===== src/rtl/efd_pkg.sv =====
// Package for the escaped frame deframer: byte codes, state and status types,
// result record and output queue sizing. No dependencies.
package efd_pkg;

    localparam int MAX_FRAME   = 4096;
    localparam int LEN_W       = 13;
    localparam int QUEUE_DEPTH = 4;
    localparam int Q_AW        = $clog2(QUEUE_DEPTH);
    localparam int Q_CW        = $clog2(QUEUE_DEPTH + 1);

    localparam logic [7:0] FLAG_OPEN  = 8'h5b;
    localparam logic [7:0] FLAG_CLOSE = 8'h5d;
    localparam logic [7:0] ESC_OPEN   = 8'h5a;
    localparam logic [7:0] ESC_CLOSE  = 8'h5e;
    localparam logic [7:0] SUB_FLAG   = 8'h01;
    localparam logic [7:0] SUB_SELF   = 8'h02;

    typedef enum logic [1:0] {
        MODE_IDLE  = 2'd0,
        MODE_FRAME = 2'd1,
        MODE_ESC   = 2'd2
    } mode_t;

    typedef enum logic [1:0] {
        ST_OK  = 2'd0,
        ST_FMT = 2'd1,
        ST_OVF = 2'd2
    } status_t;

    typedef struct packed {
        logic [7:0] out_byte;
        logic       frame_start;
        logic       frame_end;
        status_t    status;
        logic       last_of_run;
    } result_t;

    typedef struct packed {
        logic [1:0] count;
        result_t    r0;
        result_t    r1;
    } core_out_t;

endpackage


===== src/rtl/efd_core.sv =====
// Deframer state and per-beat decode: turns one raw byte into up to two results.
// Depends on efd_pkg.
module efd_core (
    input  logic                           clk,
    input  logic                           rst_n,
    input  logic                           accept,
    input  logic [7:0]                     rx_byte,
    input  logic [efd_pkg::LEN_W-1:0]      max_len,
    output efd_pkg::core_out_t             res
);

    efd_pkg::mode_t                 mode_reg, mode_next;
    logic                           pesc_reg, pesc_next;
    logic [efd_pkg::LEN_W-1:0]      cnt_reg, cnt_next;
    logic [efd_pkg::LEN_W-1:0]      lim;

    // one byte of the current frame, with length check
    function automatic void frame_step(
        input  efd_pkg::mode_t            m_in,
        input  logic [efd_pkg::LEN_W-1:0] c,
        input  logic [efd_pkg::LEN_W-1:0] l,
        input  logic [7:0]                b,
        input  logic                      is_end,
        output efd_pkg::mode_t            m_o,
        output logic                      p_o,
        output logic [efd_pkg::LEN_W-1:0] c_o,
        output efd_pkg::result_t          r
    );
        r = '0;
        r.out_byte = b;
        m_o = m_in;
        p_o = 1'b0;
        if (c >= l) begin
            m_o = efd_pkg::MODE_IDLE;
            c_o = '0;
            r.status = efd_pkg::ST_OVF;
        end else if (is_end) begin
            m_o = efd_pkg::MODE_IDLE;
            c_o = '0;
            r.frame_end = 1'b1;
        end else begin
            c_o = c + 1'b1;
        end
    endfunction

    // byte with no escape pending
    function automatic void plain_step(
        input  efd_pkg::mode_t            m_in,
        input  logic                      p_in,
        input  logic [efd_pkg::LEN_W-1:0] c,
        input  logic [efd_pkg::LEN_W-1:0] l,
        input  logic [7:0]                b,
        output efd_pkg::mode_t            m_o,
        output logic                      p_o,
        output logic [efd_pkg::LEN_W-1:0] c_o,
        output logic                      emit,
        output efd_pkg::result_t          r
    );
        r = '0;
        r.out_byte = b;
        m_o = m_in;
        p_o = p_in;
        c_o = c;
        emit = 1'b1;
        if (m_in != efd_pkg::MODE_FRAME) begin
            if (b == efd_pkg::FLAG_OPEN) begin
                m_o = efd_pkg::MODE_FRAME;
                p_o = 1'b0;
                c_o = efd_pkg::LEN_W'(1);
                r.frame_start = 1'b1;
            end else begin
                m_o = efd_pkg::MODE_IDLE;
                r.status = efd_pkg::ST_FMT;
            end
        end else if (b == efd_pkg::FLAG_CLOSE) begin
            frame_step(m_in, c, l, b, 1'b1, m_o, p_o, c_o, r);
        end else if (b == efd_pkg::ESC_OPEN || b == efd_pkg::ESC_CLOSE) begin
            m_o = efd_pkg::MODE_ESC;
            p_o = (b == efd_pkg::ESC_CLOSE);
            emit = 1'b0;
        end else begin
            frame_step(m_in, c, l, b, 1'b0, m_o, p_o, c_o, r);
        end
    endfunction

    always_comb
    begin
        if (max_len > efd_pkg::LEN_W'(efd_pkg::MAX_FRAME))
            lim = efd_pkg::LEN_W'(efd_pkg::MAX_FRAME);
        else if (max_len < efd_pkg::LEN_W'(2))
            lim = efd_pkg::LEN_W'(2);
        else
            lim = max_len;
    end

    always_comb
    begin
        efd_pkg::mode_t            m1;
        logic                      p1;
        logic [efd_pkg::LEN_W-1:0] c1;
        logic [7:0]                esc;
        logic                      emit;
        efd_pkg::result_t          ra;
        efd_pkg::result_t          rb;

        m1 = mode_reg;
        p1 = pesc_reg;
        c1 = cnt_reg;
        emit = 1'b0;
        ra = '0;
        rb = '0;
        esc = pesc_reg ? efd_pkg::ESC_CLOSE : efd_pkg::ESC_OPEN;
        res = '0;
        mode_next = mode_reg;
        pesc_next = pesc_reg;
        cnt_next = cnt_reg;

        if (mode_reg == efd_pkg::MODE_ESC) begin
            if (rx_byte == efd_pkg::SUB_FLAG) begin
                frame_step(efd_pkg::MODE_FRAME, cnt_reg, lim,
                           pesc_reg ? efd_pkg::FLAG_CLOSE : efd_pkg::FLAG_OPEN,
                           1'b0, mode_next, pesc_next, cnt_next, ra);
                res.count = 2'd1;
                res.r0 = ra;
            end else if (rx_byte == efd_pkg::SUB_SELF) begin
                frame_step(efd_pkg::MODE_FRAME, cnt_reg, lim, esc, 1'b0,
                           mode_next, pesc_next, cnt_next, ra);
                res.count = 2'd1;
                res.r0 = ra;
            end else begin
                frame_step(efd_pkg::MODE_FRAME, cnt_reg, lim, esc, 1'b0, m1, p1, c1, ra);
                plain_step(m1, p1, c1, lim, rx_byte,
                           mode_next, pesc_next, cnt_next, emit, rb);
                res.r0 = ra;
                res.r1 = rb;
                res.count = emit ? 2'd2 : 2'd1;
            end
        end else begin
            plain_step(mode_reg, pesc_reg, cnt_reg, lim, rx_byte,
                       mode_next, pesc_next, cnt_next, emit, ra);
            res.r0 = ra;
            res.count = emit ? 2'd1 : 2'd0;
        end

        // mark the final result of this beat
        if (res.count == 2'd2)
            res.r1.last_of_run = 1'b1;
        else
            res.r0.last_of_run = 1'b1;
    end

    always_ff @(posedge clk or negedge rst_n)
    begin
        if (!rst_n) begin
            mode_reg <= efd_pkg::MODE_IDLE;
            pesc_reg <= 1'b0;
            cnt_reg  <= '0;
        end else if (accept) begin
            mode_reg <= mode_next;
            pesc_reg <= pesc_next;
            cnt_reg  <= cnt_next;
        end
    end

endmodule


===== src/rtl/efd_outq.sv =====
// Result queue: takes up to two results per beat, hands out one per beat while out_ready is high.
// Depends on efd_pkg.
module efd_outq (
    input  logic                clk,
    input  logic                rst_n,
    input  logic                push,
    input  efd_pkg::core_out_t  din,
    output logic                room,
    output logic                out_valid,
    input  logic                out_ready,
    output efd_pkg::result_t    dout
);

    efd_pkg::result_t           mem_reg [efd_pkg::QUEUE_DEPTH];
    logic [efd_pkg::Q_AW-1:0]   wr_ptr_reg, wr_ptr_next;
    logic [efd_pkg::Q_AW-1:0]   rd_ptr_reg, rd_ptr_next;
    logic [efd_pkg::Q_CW-1:0]   cnt_reg, cnt_next;
    logic [1:0]                 n_push;
    logic                       pop;
    logic [efd_pkg::Q_AW-1:0]   wr_ptr_p1;

    assign room      = cnt_reg <= efd_pkg::Q_CW'(efd_pkg::QUEUE_DEPTH - 2);
    assign out_valid = cnt_reg != '0;
    assign pop       = out_valid && out_ready;
    assign dout      = mem_reg[rd_ptr_reg];
    assign n_push    = push ? din.count : 2'd0;
    assign wr_ptr_p1 = efd_pkg::Q_AW'(wr_ptr_reg + 1'b1);

    always_comb
    begin
        wr_ptr_next = efd_pkg::Q_AW'(wr_ptr_reg + n_push);
        rd_ptr_next = pop ? efd_pkg::Q_AW'(rd_ptr_reg + 1'b1) : rd_ptr_reg;
        cnt_next    = efd_pkg::Q_CW'(cnt_reg + n_push - {{(efd_pkg::Q_CW-1){1'b0}}, pop});
    end

    always_ff @(posedge clk)
    begin
        if (n_push != 2'd0)
            mem_reg[wr_ptr_reg] <= din.r0;
        if (n_push == 2'd2)
            mem_reg[wr_ptr_p1] <= din.r1;
    end

    always_ff @(posedge clk or negedge rst_n)
    begin
        if (!rst_n) begin
            wr_ptr_reg <= '0;
            rd_ptr_reg <= '0;
            cnt_reg    <= '0;
        end else begin
            wr_ptr_reg <= wr_ptr_next;
            rd_ptr_reg <= rd_ptr_next;
            cnt_reg    <= cnt_next;
        end
    end

endmodule


===== src/rtl/escaped_frame_deframer.sv =====
// Top level of the escaped frame deframer: config register, decode core and
// result queue. Depends on efd_pkg, efd_core, efd_outq.
//
// Usage:
//   Input beats (in_valid/in_ready, rx_byte) carry one raw link byte each.
//   Output beats (out_valid/out_ready) carry one result: out_byte,
//   frame_start, frame_end, status and last_of_run. A byte yields zero
//   (escape byte), one, or two results (failed escape pair).
//   cfg_we/cfg_wdata write max_frame_len; write it only while idle.
//   Results are registered in the queue; a result is offered once the results ahead of it have left.
//   Throughput: one input byte per cycle while each byte gives at most one
//   result and out_ready stays high; a byte with two results is drained
//   through the single output port from the four-entry result queue.
//   in_ready is high while the queue has room for two results, so a new
//   byte is taken even while a result waits for out_ready.
//   When the receiver stalls, results stay in the queue and in_ready drops
//   once fewer than two entries are free; nothing is lost.
//   Reset: deframer is idle outside any frame, queue is empty and
//   max_frame_len returns to 4096.
module escaped_frame_deframer (
    input  logic                       clk,
    input  logic                       rst_n,
    input  logic                       cfg_we,
    input  logic [efd_pkg::LEN_W-1:0]  cfg_wdata,
    input  logic                       in_valid,
    output logic                       in_ready,
    input  logic [7:0]                 rx_byte,
    output logic                       out_valid,
    input  logic                       out_ready,
    output logic [7:0]                 out_byte,
    output logic                       frame_start,
    output logic                       frame_end,
    output logic [1:0]                 status,
    output logic                       last_of_run
);

    logic [efd_pkg::LEN_W-1:0] max_len_reg;
    logic                      accept;
    efd_pkg::core_out_t        core_res;
    efd_pkg::result_t          q_out;

    assign accept = in_valid && in_ready;

    always_ff @(posedge clk or negedge rst_n)
    begin
        if (!rst_n)
            max_len_reg <= efd_pkg::LEN_W'(efd_pkg::MAX_FRAME);
        else if (cfg_we)
            max_len_reg <= cfg_wdata;
    end

    efd_core u_core (
        .clk     (clk),
        .rst_n   (rst_n),
        .accept  (accept),
        .rx_byte (rx_byte),
        .max_len (max_len_reg),
        .res     (core_res)
    );

    efd_outq u_outq (
        .clk       (clk),
        .rst_n     (rst_n),
        .push      (accept),
        .din       (core_res),
        .room      (in_ready),
        .out_valid (out_valid),
        .out_ready (out_ready),
        .dout      (q_out)
    );

    assign out_byte    = q_out.out_byte;
    assign frame_start = q_out.frame_start;
    assign frame_end   = q_out.frame_end;
    assign status      = q_out.status;
    assign last_of_run = q_out.last_of_run;

endmodule


===== config.mk =====
export PLATFORM = sky130hd
export DESIGN_NAME = escaped_frame_deframer
export DESIGN_NICKNAME = d
export VERILOG_FILES = /design/src/rtl/efd_pkg.sv /design/src/rtl/efd_core.sv /design/src/rtl/efd_outq.sv /design/src/rtl/escaped_frame_deframer.sv
export SDC_FILE = /design/constraint.sdc
export NUM_CORES = 1
export LEC_CHECK = 0
export ABC_AREA = 0
export BUFFER_PORTS_ARGS = -buffer_cell sky130_fd_sc_hd__buf_2
export CAP_MARGIN = 5
export CORE_MARGIN = 1.5
export CORE_UTILIZATION = 40
export CTS_BUF_LIST = sky130_fd_sc_hd__clkbuf_2
export DETAILED_ROUTE_END_ITERATION = 10
export GPL_TIMING_DRIVEN = 0
export PLACE_DENSITY = 0.56
export RECOVER_POWER = 50
export SLEW_MARGIN = 20
export SYNTH_ARGS = -nofsm -noshare
export SYNTH_HDL_FRONTEND = slang
export SYNTH_SLANG_ARGS = --single-unit

===== constraint.sdc =====
create_clock -name clk -period 5.8 [get_ports clk]
set_input_delay 1.45 -clock clk [delete_from_list [all_inputs] [get_ports clk]]
set_output_delay 1.45 -clock clk [all_outputs]
set_load 0.005 [all_outputs]

* After elaboration in Yosys (flattened, before gate mapping)
Memory sizes are Yosys's and may differ from the RTL's. Cells that the tools add are included.
Storage, ports and cells: register bits after elaboration 36, bits in latches 0, RAM bits 52, ROM bits 0, bits of input ports 26, logic and storage cells 127, memories kept 1
Cells by class: add/sub/neg operators 7, $mul 0, divide/modulo/power cells 0, magnitude comparators 5, equal/unequal tests 13, shifts and indexed selects 0, muxes and demuxes 85, bitwise operators 0, reductions and logical operators 9
Memory list:
- u_outq.mem_reg | words 4, width 13, read ports 1, clocked after Yosys merged registers in 0, write ports 2, line efd_outq.sv:14 | efd_pkg::result_t mem_reg [efd_pkg::QUEUE_DEPTH];
Operators by type and width (number):
- 13-bit 2-to-1 mux | 21
- 15-bit 2-to-1 mux | 3
- 2-bit 2-to-1 mux | 20
- 1-bit 2-to-1 mux | 35
- 8-bit by 7-bit equality test with 1-bit output, second input constant | 4
- 13-bit by 1-bit adder with 13-bit output, second input constant | 2
- 13-bit >= comparator | 2
- 13-bit greater-than comparator, second input constant | 1
- 13-bit by 2-bit less-than comparator with 1-bit output, second input constant | 1
- 3-bit 2-to-1 mux | 4
- 8-bit by 1-bit equality test with 1-bit output, second input constant | 1
- 8-bit by 2-bit equality test with 1-bit output, second input constant | 1
- 4-bit 2-to-1 mux | 2
- 2-bit equality test, second input constant | 3
- 5-bit nonzero test | 1
- 2-bit by 1-bit adder with 2-bit output, second input constant | 2
- 2-bit by 1-bit inequality test with 1-bit output, second input constant | 2
- 4-bit by 1-bit inequality test with 1-bit output, second input constant | 1
- 2-bit AND reduction | 2
- 3-bit by 2-bit adder with 3-bit output | 1
- 3-bit by 2-bit <= comparator with 1-bit output, second input constant | 1
- 3-bit by 2-bit inequality test with 1-bit output, second input constant | 1
- 3-bit AND reduction | 1
- 3-bit nonzero test | 1
- other kinds (5) | 6

* Longest topological paths before layout
depth in word-level cells 21, depth in mapped cells 21

* Hierarchy
From an unflattened synthesis, not the netlist that was laid out.
Second synthesis, totals: cells, all modules 556, area total of the unflattened synthesis 6145.9 um2
By module, submodules not included:
- efd_outq | times used 1, cells an instance 174, area each 2941.6 um2, sequential area each 1736.7 um2
- efd_core | times used 1, cells an instance 354, area each 2676.3 um2, sequential area each 400.4 um2
- escaped_frame_deframer | times used 1, cells an instance 28, area each 528.0 um2, sequential area each 326.6 um2

* Least setup slack after synthesis
No wires, ideal clock.
path kind reg2reg, start register max_len_reg[6] (netlist bit), end memory u_outq.mem_reg[1][0] (netlist bit), enable pin, arrival 4760 ps, data required time 5344 ps, slack 584 ps, stages on the path, launching flop included 13, buffers on the path 0, clock period less this slack 5216 ps, path through dfrtp_1 > nor4_1 > nand3_1 > o21ai_1 > nand2_1 > ha_1 > nand2_1 > nor4_2 > o41ai_4 > and3_4 > a21oi_4 > nor2_1 > a2111oi_0
RTL lines:
- start: declaration | line escaped_frame_deframer.sv:37 | logic [efd_pkg::LEN_W-1:0] max_len_reg;
- start signal: assignment | line escaped_frame_deframer.sv:47 | max_len_reg <= efd_pkg::LEN_W'(efd_pkg::MAX_FRAME);
- start signal: assignment | line escaped_frame_deframer.sv:49 | max_len_reg <= cfg_wdata;
- end: declaration | line efd_outq.sv:14

* Final worst setup path
start register max_len_reg[6] (netlist bit), end register u_core.cnt_reg[7] (netlist bit)
Between the ends: cells in the longest elaborated chain, start to end 16, elaborated cells between the ends (all ways) 27, classes of those cells add/sub (1); order compare (4); eq/ne (1); mux (21)
RTL lines:
- 13-bit by 2-bit less-than comparator with 1-bit output | line efd_core.sv:90 | else if (max_len < efd_pkg::LEN_W'(2))
- 13-bit 2-to-1 mux | line efd_core.sv:90
- 13-bit 2-to-1 mux * | line efd_core.sv:88 | if (max_len > efd_pkg::LEN_W'(efd_pkg::MAX_FRAME))
- 13-bit >= comparator | line efd_core.sv:33 | if (c >= l) begin
- 13-bit 2-to-1 mux | line efd_core.sv:33
- 13-bit 2-to-1 mux | line efd_core.sv:125 | end else if (rx_byte == efd_pkg::SUB_SELF) begin
- 13-bit 2-to-1 mux | line efd_core.sv:119 | if (rx_byte == efd_pkg::SUB_FLAG) begin
- 13-bit 2-to-1 mux | line efd_core.sv:118 | if (mode_reg == efd_pkg::MODE_ESC) begin
- 13-bit by 1-bit adder with 13-bit output / 13-bit >= comparator (equally long branches)
- 13-bit 2-to-1 mux | line efd_core.sv:33
- 13-bit 2-to-1 mux | line efd_core.sv:77 | end else if (b == efd_pkg::ESC_OPEN || b == efd_pkg::ESC_CLOSE) begin
- 13-bit 2-to-1 mux | line efd_core.sv:75 | end else if (b == efd_pkg::FLAG_CLOSE) begin
- 13-bit 2-to-1 mux | line efd_core.sv:65 | if (m_in != efd_pkg::MODE_FRAME) begin
- 13-bit 2-to-1 mux | line efd_core.sv:125
- 13-bit 2-to-1 mux | line efd_core.sv:119
- 13-bit 2-to-1 mux * | line efd_core.sv:118
- end signal: assignment | line efd_core.sv:161 | cnt_reg <= cnt_next;
- end: declaration | line efd_core.sv:14 | logic [efd_pkg::LEN_W-1:0] cnt_reg, cnt_next;
Every way passes the cells marked *; elsewhere a longest branch is shown, timed or not. The select of a mux whose other input is x is not followed. A chain may end at the register's enable or synchronous reset.

==> flow_summary.json <==
{
  "cts_tree": "yes",
  "power_switching_mw": 0.765,
  "wl_per_cell_um": 19.6,
  "holdPathStages": 1,
  "yosys_warnings": 0,
  "fin_cells": 814,
  "place_ws_ps": -610,
  "clk_latency_ps": 630,
  "via_per_inst": 5.82,
  "hold_viol": 0,
  "cts.reportedPaths.clkPinSlew_ps": 300,
  "die-area_sq_mm": 0.0154,
  "period_needed_ps": 5280,
  "critPathArrivalTime_ps": 5850,
  "finalWeightedCongestion": 0.947,
  "setup_viol": 0,
  "fmax_mhz": 189,
  "yosysTopAreaCellShare": 0.266,
  "placeableCoreArea_sq_mm": 0.0144,
  "synth.largest_area_cell": "edfxtp_1",
  "grt_overflow": 0,
  "critical_path.cell_chain": "nor4_1 -> nand3_1 -> o21ai_4 -> nand2_1 -> ha_1 -> nand3_1 -> a21oi_1 -> o41ai_4 -> buf_4 -> and3_4 -> buf_2 -> buf_2 -> and2_1 -> ha_1 -> nand4_1 -> nor2_1 -> a221oi_2 -> nand4_1 -> a21boi_2 -> clkbuf_8 -> nand2_1 -> o31ai_1",
  "cp-start-kind": "register",
  "pin_count": 41,
  "nets": 684,
  "maxCapViolCount": 1,
  "drt_iter0_drc": 493,
  "dr_total_vias": 4739,
  "slew_headroom": -0.514,
  "ant_nets": 0,
  "worstHoldStart": "u_outq.cnt_reg[2]",
  "synthArstFlopShare": 0.409,
  "grt_antenna_before_repair": 0,
  "wl_um": 16000,
  "fp-row-count": 44,
  "r2r-start": "max_len_reg[6]",
  "netlist_area_sq_mm": 0.00586,
  "ys_top_cells_by_count": "53 x nand2_1, 52 x edfxtp_1, 42 x nor2_1, 37 x o21ai_0, 35 x dfrtp_1",
  "grt_pass1_wl_um": 25000,
  "path_buf_inv": 4,
  "grt_max_degree": 37,
  "synth-main-ff-cell": "edfxtp_1",
  "cp.required_ps": 6370,
  "hp-class": "reg -> reg",
  "h-tree-depth": 3,
  "syn_avg_cell_area_sq_um": 10.3,
  "crit_cells": 22,
  "finalPower_mw": 1.97,
  "violations": "capacitance limit, slew limit",
  "firstDrtPassIters": 5,
  "pwr-share-clk": 0.177,
  "die_x_um": 124,
  "num_antenna_cells": 0,
  "p_seq_frac": 0.420,
  "clock_sinks": 88,
  "drive_above_1_share": 0.194,
  "clock_path_buffers": 2,
  "worstMarginPinSlew_ps": 2270,
  "final_core_util": 0.447,
  "crit_type": "reg -> reg",
  "dpl.hpwl_um": 12000,
  "drc": 0,
  "combPwrFrac": 0.403,
  "cts_root_buffer": "clkbuf_2",
  "post-route-period-util": 0.911,
  "outcome": "finished, violations left",
  "synthToLayoutAreaGrowth_pct": 10.1,
  "cp_max_fo": 10,
  "synth_area_leaders": "edfxtp_1 27%, dfrtp_1 15%, ha_1 6.8%",
  "ir_worst_vdd_v": 0.000161,
  "holdWs_ps": 524,
  "synth-seq-cells": 88,
  "grt_setup_unrepaired": "no",
  "syn_inst": 571,
  "largest_reg_flops": 52,
  "yosysSeqAreaShare": 0.420,
  "r2r_cells": 22,
  "ys_types": 75,
  "dp_cells": 799,
  "placed_cell_area_sq_mm": 0.00633,
  "synth_most_common_cell": "nand2_1",
  "max_stage_delay_ps": 460,
  "gr-usage-all-layers": 0.218,
  "fin_ws_ps": 516,
  "numPortBuffers": 39,
  "synth-edff-count": 52,
  "setup_tns_ps": 0,
  "start_util": 0.406,
  "leakage_nw": 2.44,
  "internal-power_mw": 1.21,
  "end_kind": "register",
  "finClkSkew_ps": 51.7,
  "stdcell_area_sq_mm": 0.00645,
  "cts_buffers": 9,
  "die_h_um": 124,
  "sw_frac_of_total": 0.388,
  "finalMaxSlewViolations": 37,
  "worstSetupStartpoint": "max_len_reg[6]",
  "synthesis.nets": 630,
  "crit_family": "simple AND/OR/NAND/NOR gates",
  "slowest_stage": "dfrtp_1",
  "powerDensity_mw_per_mm2": 305,
  "grt_pass1_vias": 4592
}
==> cells in the final DEF (no fill, tap or decap), drive strengths merged, types with 3 or more instances in the layout <==
| cell type | synthesis | layout |
|---|---|---|
| nor2b | 5 | 5 |
| and2 | 12 | 12 |
| o21ai | 40 | 40 |
| clkbuf | 17 | 33 |
| buf | 9 | 45 |
| o31ai | 7 | 7 |
| mux2 | 15 | 15 |
| nand2 | 56 | 56 |
| and4 | 4 | 4 |
| a31oi | 7 | 7 |
| edfxtp | 52 | 52 |
| nor2 | 43 | 43 |
| and3 | 4 | 4 |
| or2 | 6 | 6 |
| o211ai | 6 | 6 |
| ha | 32 | 32 |
| nand4 | 12 | 12 |
| mux4 | 13 | 13 |
| xor2 | 11 | 11 |
| nor3 | 20 | 20 |
| a21oi | 24 | 24 |
| nand3 | 23 | 23 |
| xnor2 | 13 | 13 |
| nor4 | 10 | 10 |
| nand2b | 14 | 14 |
| mux2i | 3 | 3 |
| a21o | 9 | 9 |
| inv | 18 | 20 |
| a211oi | 4 | 4 |
| or3 | 4 | 4 |
| a22oi | 7 | 7 |
| nor3b | 4 | 4 |
| or4 | 3 | 3 |
| dfrtp | 35 | 35 |
==> layer usage <==
layer  GRT usage  vias up  part of all wire
met4      0.0930        0             0.025
li1            -     2258                 -
met3      0.0408       30             0.048
met2       0.353      150              0.47
met1       0.286     2301              0.46
met5           0        -                 0
==> power groups by stage <==
| stage | Sequential [mW] | Clock, mW | Combinational [mW] |
|---|---|---|---|
| 2_1_floorplan | 0.820 | 0 | 0.558 |
| 3_3_place_gp | 0.842 | 0 | 0.763 |
| 3_5_place_dp | 0.840 | 0 | 0.797 |
| 4_1_cts | 0.827 | 0.357 | 0.804 |
| 5_1_grt | 0.838 | 0.377 | 0.888 |
| 6_report | 0.828 | 0.349 | 0.793 |
==> area by class of cell <==
class	count	area, sq um
Fill cell	1398	7970
Multi-Input combinational cell	439	3210
Sequential cell	88	2460
Tap cell	184	230
Timing Repair Buffer	45	225
Buffer	24	135
Clock inverter	7	78.8
Inverter	18	67.6
Clock buffer	9	45.0
==> kinds of logic (layout without fill, tap and decap cells) <==
family,after synthesis,in the layout,share of synthesized area
flip-flops,88,88,0.420
AND/OR/NAND/NOR,226,226,0.210
multiplexers,31,31,0.0839
adder cells (fa/ha/maj),33,33,0.0717
AO/OA/AOI/OAI,125,125,0.142
buffers and inverters,44,103,0.0359
XOR/XNOR,24,24,0.0359
==> final timing paths <==
kind | end | slack, ps
max | u_core.cnt_reg[7] | 520
min | u_outq.cnt_reg[2] | 520
max reg2reg | u_core.cnt_reg[7] | 520
min reg2reg | u_outq.cnt_reg[2] | 520
max in group asynchronous | u_outq.rd_ptr_reg[0] | 3030
min in group asynchronous | max_len_reg[11] | 1440
==> worst register-to-register path, stage by stage (launching register included) <==
cell,delay (ps)
dfrtp_1,460
nor4_1,360
nand3_1,220
o21ai_4,260
nand2_1,120
ha_1,300
nand3_1,90
a21oi_1,70
o41ai_4,320
buf_4,220
and3_4,220
buf_2,240
buf_2,300
and2_1,210
ha_1,260
nand4_1,100
nor2_1,90
a221oi_2,380
nand4_1,160
a21boi_2,340
clkbuf_8,250
nand2_1,70
o31ai_1,260
==> what timing repair did <==
item / CTS / global route
hold buffers: 0 / 0
cloned: 0 / 0
gates resized for setup: 2 / 3
setup endpoints to repair: 11 / 20
pin swaps: 0 / 1
buffers inserted: 0 / 1
Power figures use the tool's default switching activity.
